$ cat config.mk
export PLATFORM = sky130hd
export DESIGN_NAME = imu_frame_parser_top
export DESIGN_NICKNAME = d
export VERILOG_FILES = /design/src/hw/rtl/ifp_pkg.sv /design/src/hw/rtl/imu_frame_parser_top.sv /design/src/hw/rtl/ifp_framer.sv /design/src/hw/rtl/ifp_scale.sv
export SDC_FILE = /design/constraint.sdc
export NUM_CORES = 1
export LEC_CHECK = 0
export BUFFER_PORTS_ARGS = -buffer_cell sky130_fd_sc_hd__buf_2
export CAP_MARGIN = 20
export CORE_UTILIZATION = 50
export DETAILED_ROUTE_END_ITERATION = 8
export GPL_TIMING_DRIVEN = 0
export PLACE_DENSITY = 0.67
export SETUP_SLACK_MARGIN = 0.5
export SLEW_MARGIN = 20
export SYNTH_ARGS = -nofsm -noshare
export SYNTH_HDL_FRONTEND = slang
export SYNTH_SLANG_ARGS = --single-unit
$ cat constraint.sdc
create_clock -name clk -period 12.1 [get_ports clk]
set_clock_uncertainty 0.05 [all_clocks]
set_input_delay 2.42 -clock clk [delete_from_list [all_inputs] [get_ports clk]]
set_output_delay 2.42 -clock clk [all_outputs]
set_load 0.005 [all_outputs]
$ cat src/hw/rtl/ifp_pkg.sv
`timescale 1ns / 1ps
`default_nettype none
// ----------------------------------------------------------------------------
// ifp_pkg
// Shared types, codes and scaling function for the IMU frame parser.
// ----------------------------------------------------------------------------
package ifp_pkg;

    // Frame layout
    localparam int unsigned FRAME_LEN_DEF = 11;
    localparam logic [7:0]  HDR_BYTE      = 8'h55;
    localparam logic [7:0]  TYPE_RATE     = 8'h52;
    localparam logic [7:0]  TYPE_ANGLE    = 8'h53;

    // Result kind codes
    localparam logic KIND_RATE  = 1'b0;
    localparam logic KIND_ANGLE = 1'b1;

    // Q.8 scaling: rate = floor(w*125/8), angle = floor(w*45/32)
    localparam int unsigned      WORD_W    = 16;
    localparam int unsigned      MUL_W     = 8;
    localparam int unsigned      PROD_W    = WORD_W + MUL_W;
    localparam int unsigned      OUT_W     = 20;
    localparam logic signed [MUL_W-1:0] RATE_MUL  = 8'sd125;
    localparam logic signed [MUL_W-1:0] ANGLE_MUL = 8'sd45;
    localparam int unsigned      RATE_SH   = 3;
    localparam int unsigned      ANGLE_SH  = 5;

    // One complete frame of a known type
    typedef struct packed {
        logic                     kind;
        logic signed [WORD_W-1:0] roll;
        logic signed [WORD_W-1:0] yaw;
        logic signed [WORD_W-1:0] pitch;
    } frame_t;

    // Multiply by the kind's factor and shift right arithmetically (floor)
    function automatic logic signed [OUT_W-1:0] scale_q8(
        input logic signed [WORD_W-1:0] w,
        input logic                     kind
    );
        logic signed [PROD_W-1:0] prod;
        logic signed [PROD_W-1:0] quot;
        if (kind == KIND_ANGLE)
        begin
            prod = w * ANGLE_MUL;
            quot = prod >>> ANGLE_SH;
        end
        else
        begin
            prod = w * RATE_MUL;
            quot = prod >>> RATE_SH;
        end
        return quot[OUT_W-1:0];
    endfunction

endpackage
`default_nettype wire

$ cat src/hw/rtl/imu_frame_parser_top.sv
`timescale 1ns / 1ps
`default_nettype none
// A taken final byte sends the frame through the frame register, then the
//   scaled result register. Throughput: one byte per cycle unless stalled;
//   at most one result per FRAME_LEN bytes.
// Reset (rst_n, asynchronous, active low) clears the byte count and both
//   valid flags; stored frame bytes are left as they are.
// ----------------------------------------------------------------------------
// imu_frame_parser_top
// Fixed-length serial frame parser for an inertial sensor: rate and angle
// frames in, three Q.8 axis values out.
// ----------------------------------------------------------------------------
module imu_frame_parser_top #(
    parameter int unsigned FRAME_LEN = ifp_pkg::FRAME_LEN_DEF
) (
    input  wire logic                              clk,
    input  wire logic                              rst_n,
    input  wire logic                              in_valid,
    output logic                                   in_ready,
    input  wire logic [7:0]                        rx_byte,
    output logic                                   out_valid,
    input  wire logic                              out_ready,
    output logic                                   kind,
    output logic signed [ifp_pkg::OUT_W-1:0]       roll,
    output logic signed [ifp_pkg::OUT_W-1:0]       yaw,
    output logic signed [ifp_pkg::OUT_W-1:0]       pitch
);

    logic            frm_valid;
    logic            frm_ready;
    ifp_pkg::frame_t frm;

    // Header hunt and frame capture
    ifp_framer #(
        .FRAME_LEN (FRAME_LEN)
    ) u_framer (
        .clk       (clk),
        .rst_n     (rst_n),
        .in_valid  (in_valid),
        .in_ready  (in_ready),
        .rx_byte   (rx_byte),
        .frm_valid (frm_valid),
        .frm_ready (frm_ready),
        .frm       (frm)
    );

    // Scaling and result register
    ifp_scale u_scale (
        .clk       (clk),
        .rst_n     (rst_n),
        .frm_valid (frm_valid),
        .frm_ready (frm_ready),
        .frm       (frm),
        .out_valid (out_valid),
        .out_ready (out_ready),
        .kind      (kind),
        .roll      (roll),
        .yaw       (yaw),
        .pitch     (pitch)
    );

endmodule
`default_nettype wire

$ cat src/hw/rtl/ifp_framer.sv
`timescale 1ns / 1ps
`default_nettype none
// ----------------------------------------------------------------------------
// ifp_framer
// Header hunt, byte counting and frame capture; emits one registered frame
// for each completed frame of rate or angle type.
// ----------------------------------------------------------------------------
module ifp_framer #(
    parameter int unsigned FRAME_LEN = ifp_pkg::FRAME_LEN_DEF
) (
    input  wire logic           clk,
    input  wire logic           rst_n,
    input  wire logic           in_valid,
    output logic                in_ready,
    input  wire logic [7:0]     rx_byte,
    output logic                frm_valid,
    input  wire logic           frm_ready,
    output ifp_pkg::frame_t     frm
);

    localparam int unsigned CW       = $clog2(FRAME_LEN);
    localparam int unsigned FIRST_DB = 1;   // type byte
    localparam int unsigned LAST_DB  = 7;   // high byte of yaw

    logic [CW-1:0]  count_reg;
    logic [CW-1:0]  count_next;
    logic [7:0]     bytes_reg [FIRST_DB:LAST_DB];
    logic [7:0]     view      [FIRST_DB:LAST_DB];
    logic           frm_valid_reg;
    logic           frm_valid_next;
    ifp_pkg::frame_t frm_reg;
    ifp_pkg::frame_t frm_next;
    logic           accept;
    logic           drop;
    logic           last;
    logic           known;

    // Handshake
    assign in_ready  = !frm_valid_reg || frm_ready;
    assign accept    = in_valid && in_ready;
    assign frm_valid = frm_valid_reg;
    assign frm       = frm_reg;

    // Header hunt and end of frame
    assign drop = (count_reg == '0) && (rx_byte != ifp_pkg::HDR_BYTE);
    assign last = (count_reg == CW'(FRAME_LEN - 1));

    // Frame view with the incoming byte bypassed into its slot
    always_comb
    begin
        for (int i = FIRST_DB; i <= LAST_DB; i++)
        begin
            view[i] = (count_reg == CW'(i)) ? rx_byte : bytes_reg[i];
        end
    end

    // Type decode and word assembly
    always_comb
    begin
        frm_next.pitch = {view[3], view[2]};
        frm_next.roll  = {view[5], view[4]};
        frm_next.yaw   = {view[7], view[6]};
        unique case (view[1])
            ifp_pkg::TYPE_RATE:
            begin
                known         = 1'b1;
                frm_next.kind = ifp_pkg::KIND_RATE;
            end
            ifp_pkg::TYPE_ANGLE:
            begin
                known         = 1'b1;
                frm_next.kind = ifp_pkg::KIND_ANGLE;
            end
            default:
            begin
                known         = 1'b0;
                frm_next.kind = ifp_pkg::KIND_RATE;
            end
        endcase
    end

    // Next count and frame valid
    always_comb
    begin
        count_next     = count_reg;
        frm_valid_next = frm_valid_reg && !frm_ready;
        if (accept && !drop)
        begin
            if (last)
            begin
                count_next = '0;
                if (known)
                begin
                    frm_valid_next = 1'b1;
                end
            end
            else
            begin
                count_next = count_reg + CW'(1);
            end
        end
    end

    // Control state
    always_ff @(posedge clk or negedge rst_n)
    begin
        if (!rst_n)
        begin
            count_reg     <= '0;
            frm_valid_reg <= 1'b0;
        end
        else
        begin
            count_reg     <= count_next;
            frm_valid_reg <= frm_valid_next;
        end
    end

    // Data byte store and frame register
    always_ff @(posedge clk)
    begin
        for (int i = FIRST_DB; i <= LAST_DB; i++)
        begin
            if (accept && (count_reg == CW'(i)))
            begin
                bytes_reg[i] <= rx_byte;
            end
        end
        if (accept && !drop && last && known)
        begin
            frm_reg <= frm_next;
        end
    end

`ifndef SYNTH
    // A non-header byte while hunting keeps the framer hunting
    a_hunt_holds: assert property (@(posedge clk) disable iff (!rst_n)
        (accept && drop) |=> (count_reg == '0))
        else $error("ifp_framer: dropped byte advanced the count");

    // A new frame only follows the final byte of a frame
    a_frame_on_last: assert property (@(posedge clk) disable iff (!rst_n)
        (frm_valid_reg && !$past(frm_valid_reg)) |->
            ($past(accept) && ($past(count_reg) == CW'(FRAME_LEN - 1))
             && (count_reg == '0)))
        else $error("ifp_framer: frame issued without a final byte");
`endif

endmodule
`default_nettype wire

$ cat src/hw/rtl/ifp_scale.sv
`timescale 1ns / 1ps
`default_nettype none
// ----------------------------------------------------------------------------
// ifp_scale
// Scales the three words of a frame to Q.8 and holds the result register.
// ----------------------------------------------------------------------------
module ifp_scale (
    input  wire logic                              clk,
    input  wire logic                              rst_n,
    input  wire logic                              frm_valid,
    output logic                                   frm_ready,
    input  wire ifp_pkg::frame_t                   frm,
    output logic                                   out_valid,
    input  wire logic                              out_ready,
    output logic                                   kind,
    output logic signed [ifp_pkg::OUT_W-1:0]       roll,
    output logic signed [ifp_pkg::OUT_W-1:0]       yaw,
    output logic signed [ifp_pkg::OUT_W-1:0]       pitch
);

    localparam int ANGLE_MAX = 46080;   // 32768 * 45 / 32

    logic                                out_valid_reg;
    logic                                out_valid_next;
    logic                                kind_reg;
    logic signed [ifp_pkg::OUT_W-1:0]    roll_reg;
    logic signed [ifp_pkg::OUT_W-1:0]    yaw_reg;
    logic signed [ifp_pkg::OUT_W-1:0]    pitch_reg;
    logic                                load;

    // Handshake
    assign frm_ready = !out_valid_reg || out_ready;
    assign load      = frm_valid && frm_ready;

    assign out_valid_next = (out_valid_reg && !out_ready) || load;

    always_ff @(posedge clk or negedge rst_n)
    begin
        if (!rst_n)
        begin
            out_valid_reg <= 1'b0;
        end
        else
        begin
            out_valid_reg <= out_valid_next;
        end
    end

    // Scaling lanes into the result register
    always_ff @(posedge clk)
    begin
        if (load)
        begin
            kind_reg  <= frm.kind;
            roll_reg  <= ifp_pkg::scale_q8(frm.roll,  frm.kind);
            yaw_reg   <= ifp_pkg::scale_q8(frm.yaw,   frm.kind);
            pitch_reg <= ifp_pkg::scale_q8(frm.pitch, frm.kind);
        end
    end

    assign out_valid = out_valid_reg;
    assign kind      = kind_reg;
    assign roll      = roll_reg;
    assign yaw       = yaw_reg;
    assign pitch     = pitch_reg;

`ifndef SYNTH
    // Angle results stay within the angle range on all three axes
    a_angle_range: assert property (@(posedge clk) disable iff (!rst_n)
        (out_valid_reg && (kind_reg == ifp_pkg::KIND_ANGLE)) |->
            ((int'(roll_reg) >= -ANGLE_MAX) && (int'(roll_reg) < ANGLE_MAX)
             && (int'(yaw_reg) >= -ANGLE_MAX) && (int'(yaw_reg) < ANGLE_MAX)
             && (int'(pitch_reg) >= -ANGLE_MAX) && (int'(pitch_reg) < ANGLE_MAX)))
        else $error("ifp_scale: angle result out of range");

    // A taken frame is always shown on the next cycle
    a_load_shows: assert property (@(posedge clk) disable iff (!rst_n)
        load |=> (out_valid_reg && (kind_reg == $past(frm.kind))))
        else $error("ifp_scale: loaded frame not presented");
`endif

endmodule
`default_nettype wire

==> flow_metrics.env <==
export IMPL_total_power_mw=1.35
export IMPL_antenna_found_initial=1
export IMPL_critPathTopFamily="adder cells"
export IMPL_async_flop_share=0.0349
export IMPL_crit_start="u_framer.frm[14]"
export IMPL_max_slew_worst_pin_slew_ps=1160
export IMPL_swShare=0.273
export IMPL_drv_slew=0
export IMPL_diodes=0
export IMPL_grt_max_degree=38
export IMPL_finalSetupViolCount=0
export IMPL_finalHoldViolCount=0
export IMPL_grt_util_all_layers=0.238
export IMPL_routed_wl_mm=46.1
export IMPL_ir_drop_v=0.0000917
export IMPL_synth_edf_count=166
export IMPL_io_pin_count=75
export IMPL_place_ws_ps=6630
export IMPL_area_growth_pct=8.71
export IMPL_critPathBufInv=4
export IMPL_p_comb_frac=0.071
export IMPL_cp_arrival_ps=5680
export IMPL_cts_resized=0
export IMPL_cp_end_kind="flop"
export IMPL_avgSynthCellArea_um2=10.3
export IMPL_nFillCells=3478
export IMPL_dp_hpwl_mm=36.8
export IMPL_ys_flop_type="edfxtp_1"
export IMPL_fp_row_count=73
export IMPL_power_switching_mw=0.369
export IMPL_timing_rr_start="u_framer.frm[14]"
export IMPL_grt_overflow_total=0
export IMPL_post_cts_repair_setup_buffers=0
export IMPL_ant_nets=0
export IMPL_netlist_top_cells_area="edfxtp_1 (25%), fa_1 (23%), ha_1 (19%)"
export IMPL_worstPathRequired_ps=12240
export IMPL_drive_gt1_frac=0.0704
export IMPL_max_slew_margin_rel=0.225
export IMPL_dpl_instance_area_um2=21500
export IMPL_synth_top_area_share=0.245
export IMPL_min_path_type="flop to flop"
export IMPL_fmax_ghz=0.181
export IMPL_cts_path_max_buffers=2
export IMPL_die_w_um=204
export IMPL_synth_seq_cells=172
export IMPL_wire_per_inst_um=17.7
export IMPL_grt_pass1_vias=14700
export IMPL_yosysUniqueCellTypes=69
export IMPL_netlist_area_um2=20300
export IMPL_dr_pass1_iters=6
export IMPL_tritoncts="built"
export IMPL_clk_pin_slew_ps=80
export IMPL_intPower_mw=0.986
export IMPL_yosys_area_top_type="edfxtp_1"
export IMPL_cts_buffers=17
export IMPL_finalNetCount=2627
export IMPL_dieArea_um2=41500
export IMPL_fin_crit_sh=0.458
export IMPL_seqPwrFrac=0.503
export IMPL_clk_latency_ps=460
export IMPL_crit_cells=16
export IMPL_postLayoutCellArea_um2=22100
export IMPL_synth_top_family_by_area="adder cells"
export IMPL_clock_power_share=0.426
export IMPL_power_leakage_nw=11.0
export IMPL_numPortBuffers=74
export IMPL_synth_compound_area_frac=0.107
export IMPL_grt_first_pass_wirelength_mm=75.8
export IMPL_holdWs_ps=369
export IMPL_crit_fanout=8
export IMPL_viasPerCell=5.32
export IMPL_routabilityCongestion=0.869
export IMPL_fin_tns_setup_ps=0
export IMPL_slowest_delay_ps=800
export IMPL_yosysMostFrequentCell="inv_1"
export IMPL_r2r_end="u_scale.pitch[18]"
export IMPL_vias=13900
export IMPL_htreeDepth=4
export IMPL_powerDensity_nw_per_um2=61.3
export IMPL_synthAdderAreaFrac=0.419
export IMPL_drcViolationCount=0
export IMPL_holdBufCountCts=0
export IMPL_syn_nets=2526
export IMPL_worstRegToRegCells=16
export IMPL_crit_end="u_scale.pitch[18]"
export IMPL_largest_reg_flops=56
export IMPL_drv_cap=0
export IMPL_seq_area_frac_synth=0.253
export IMPL_synthTopCellsByCount="inv_1 (523), ha_1 (309), fa_1 (232)"
export IMPL_yosys_area_share_simple=0.0593
export IMPL_root_buffer="clkbuf_16"
export IMPL_min_period_ps=5540
export IMPL_cts_sinks=172
export IMPL_die_h_um=204
export IMPL_dr_first_iter_drc_count=837
export IMPL_start_util=0.509
export IMPL_slowest_stage="o41ai_1"
export IMPL_core_um2=39900
export IMPL_setup_ws_ps=6560
export IMPL_grt_setup_unrepaired="false"
export IMPL_synth_mux_area_frac=0.00824
export IMPL_synth_xor_xnor_area_share=0.0551
export IMPL_start_kind="flop"
export IMPL_outcome="finished clean"
export IMPL_r2r_slack_ps=6560
export IMPL_syn_inst=1973
export IMPL_ys_warn_count=0
export IMPL_crit_type="flop to flop"
export IMPL_crit_path_cell_trace="inv_1, fa_1, inv_1, fa_1, fa_1, inv_1, fa_1, inv_1, ha_1, and3_1, nand2_1, o41ai_1, a31oi_1, a21oi_1, xnor2_1, mux2i_1"
## worst min path at each step
stage                     slack [ps]  cells after the start                startpoint               end
after CTS                        370                      0  u_framer.bytes_reg[4][3]  u_framer.frm[35]
after global routing             380                      0  u_framer.bytes_reg[3][1]   u_framer.frm[9]
after detailed placement         350                      0  u_framer.bytes_reg[6][2]  u_framer.frm[18]
after global placement           350                      0  u_framer.bytes_reg[3][5]  u_framer.frm[13]
final                            370                      0  u_framer.bytes_reg[4][3]  u_framer.frm[35]
after floorplan                  350                      0  u_framer.bytes_reg[2][7]            frm[7]
## logic make-up after synthesis
logic type / count (synthesis)
muxes: 16
adders and majority gates: 541
and+or+nand+nor: 244
buffers and inverters: 540
DFF: 172
xor gates and xnor gates: 128
AOI/OAI and AO/OA: 332
## layer usage
metal | track usage | vias to the layer above | wire, um
met5 | 0 | - | 0
met4 | 0.0771 | 0 | 1200
met3 | 0.0363 | 67 | 2530
met2 | 0.393 | 339 | 21700
met1 | 0.321 | 6824 | 20700
li1 | - | 6665 | -
## final cells by class
| cell class | count | area, um2 | share of cell area |
|---|---|---|---|
| buffer | 16 | 68.8 | 0.00311 |
| timing repair buffer | 82 | 473 | 0.0214 |
| clock inverter | 15 | 183 | 0.00826 |
| tap | 525 | 657 | 0.0297 |
| sequential | 172 | 5130 | 0.232 |
| multi-input combinational | 1261 | 13200 | 0.597 |
| clock buffer | 17 | 425 | 0.0192 |
| inverter | 524 | 1970 | 0.0890 |
## metrics by stage
stage	std cells	util
5_1_grt	2612	0.554
3_5_place_dp	2579	0.538
4_1_cts	2611	0.553
6_report	2612	0.554
3_3_place_gp	2572	0.535
2_1_floorplan	1973	-
## cells in the final DEF (no fill, tap or decap), drive strengths merged, types with 11 or more instances in the layout
cell type / instances
a211oi: 16
a21o: 47
a21oi: 92
a31oi: 15
and2: 11
and3: 13
buf: 85
clkbuf: 30
edfxtp: 166
fa: 232
ha: 309
inv: 531
nand2: 62
nand2b: 17
nor2: 68
nor2b: 15
nor3: 14
o21a: 21
o21ai: 77
xnor2: 60
xor2: 68
## power by group through the flow
stage | clock network (mW) | registers (mW) | logic [mW]
global route | 0.606 | 0.682 | 0.108
CTS | 0.588 | 0.680 | 0.0943
global placement | 0 | 0.692 | 0.0889
finish | 0.578 | 0.681 | 0.0960
detailed placement | 0 | 0.694 | 0.0933
floorplan | 0 | 0.691 | 0.0670
(Power assumes the default switching activity.)
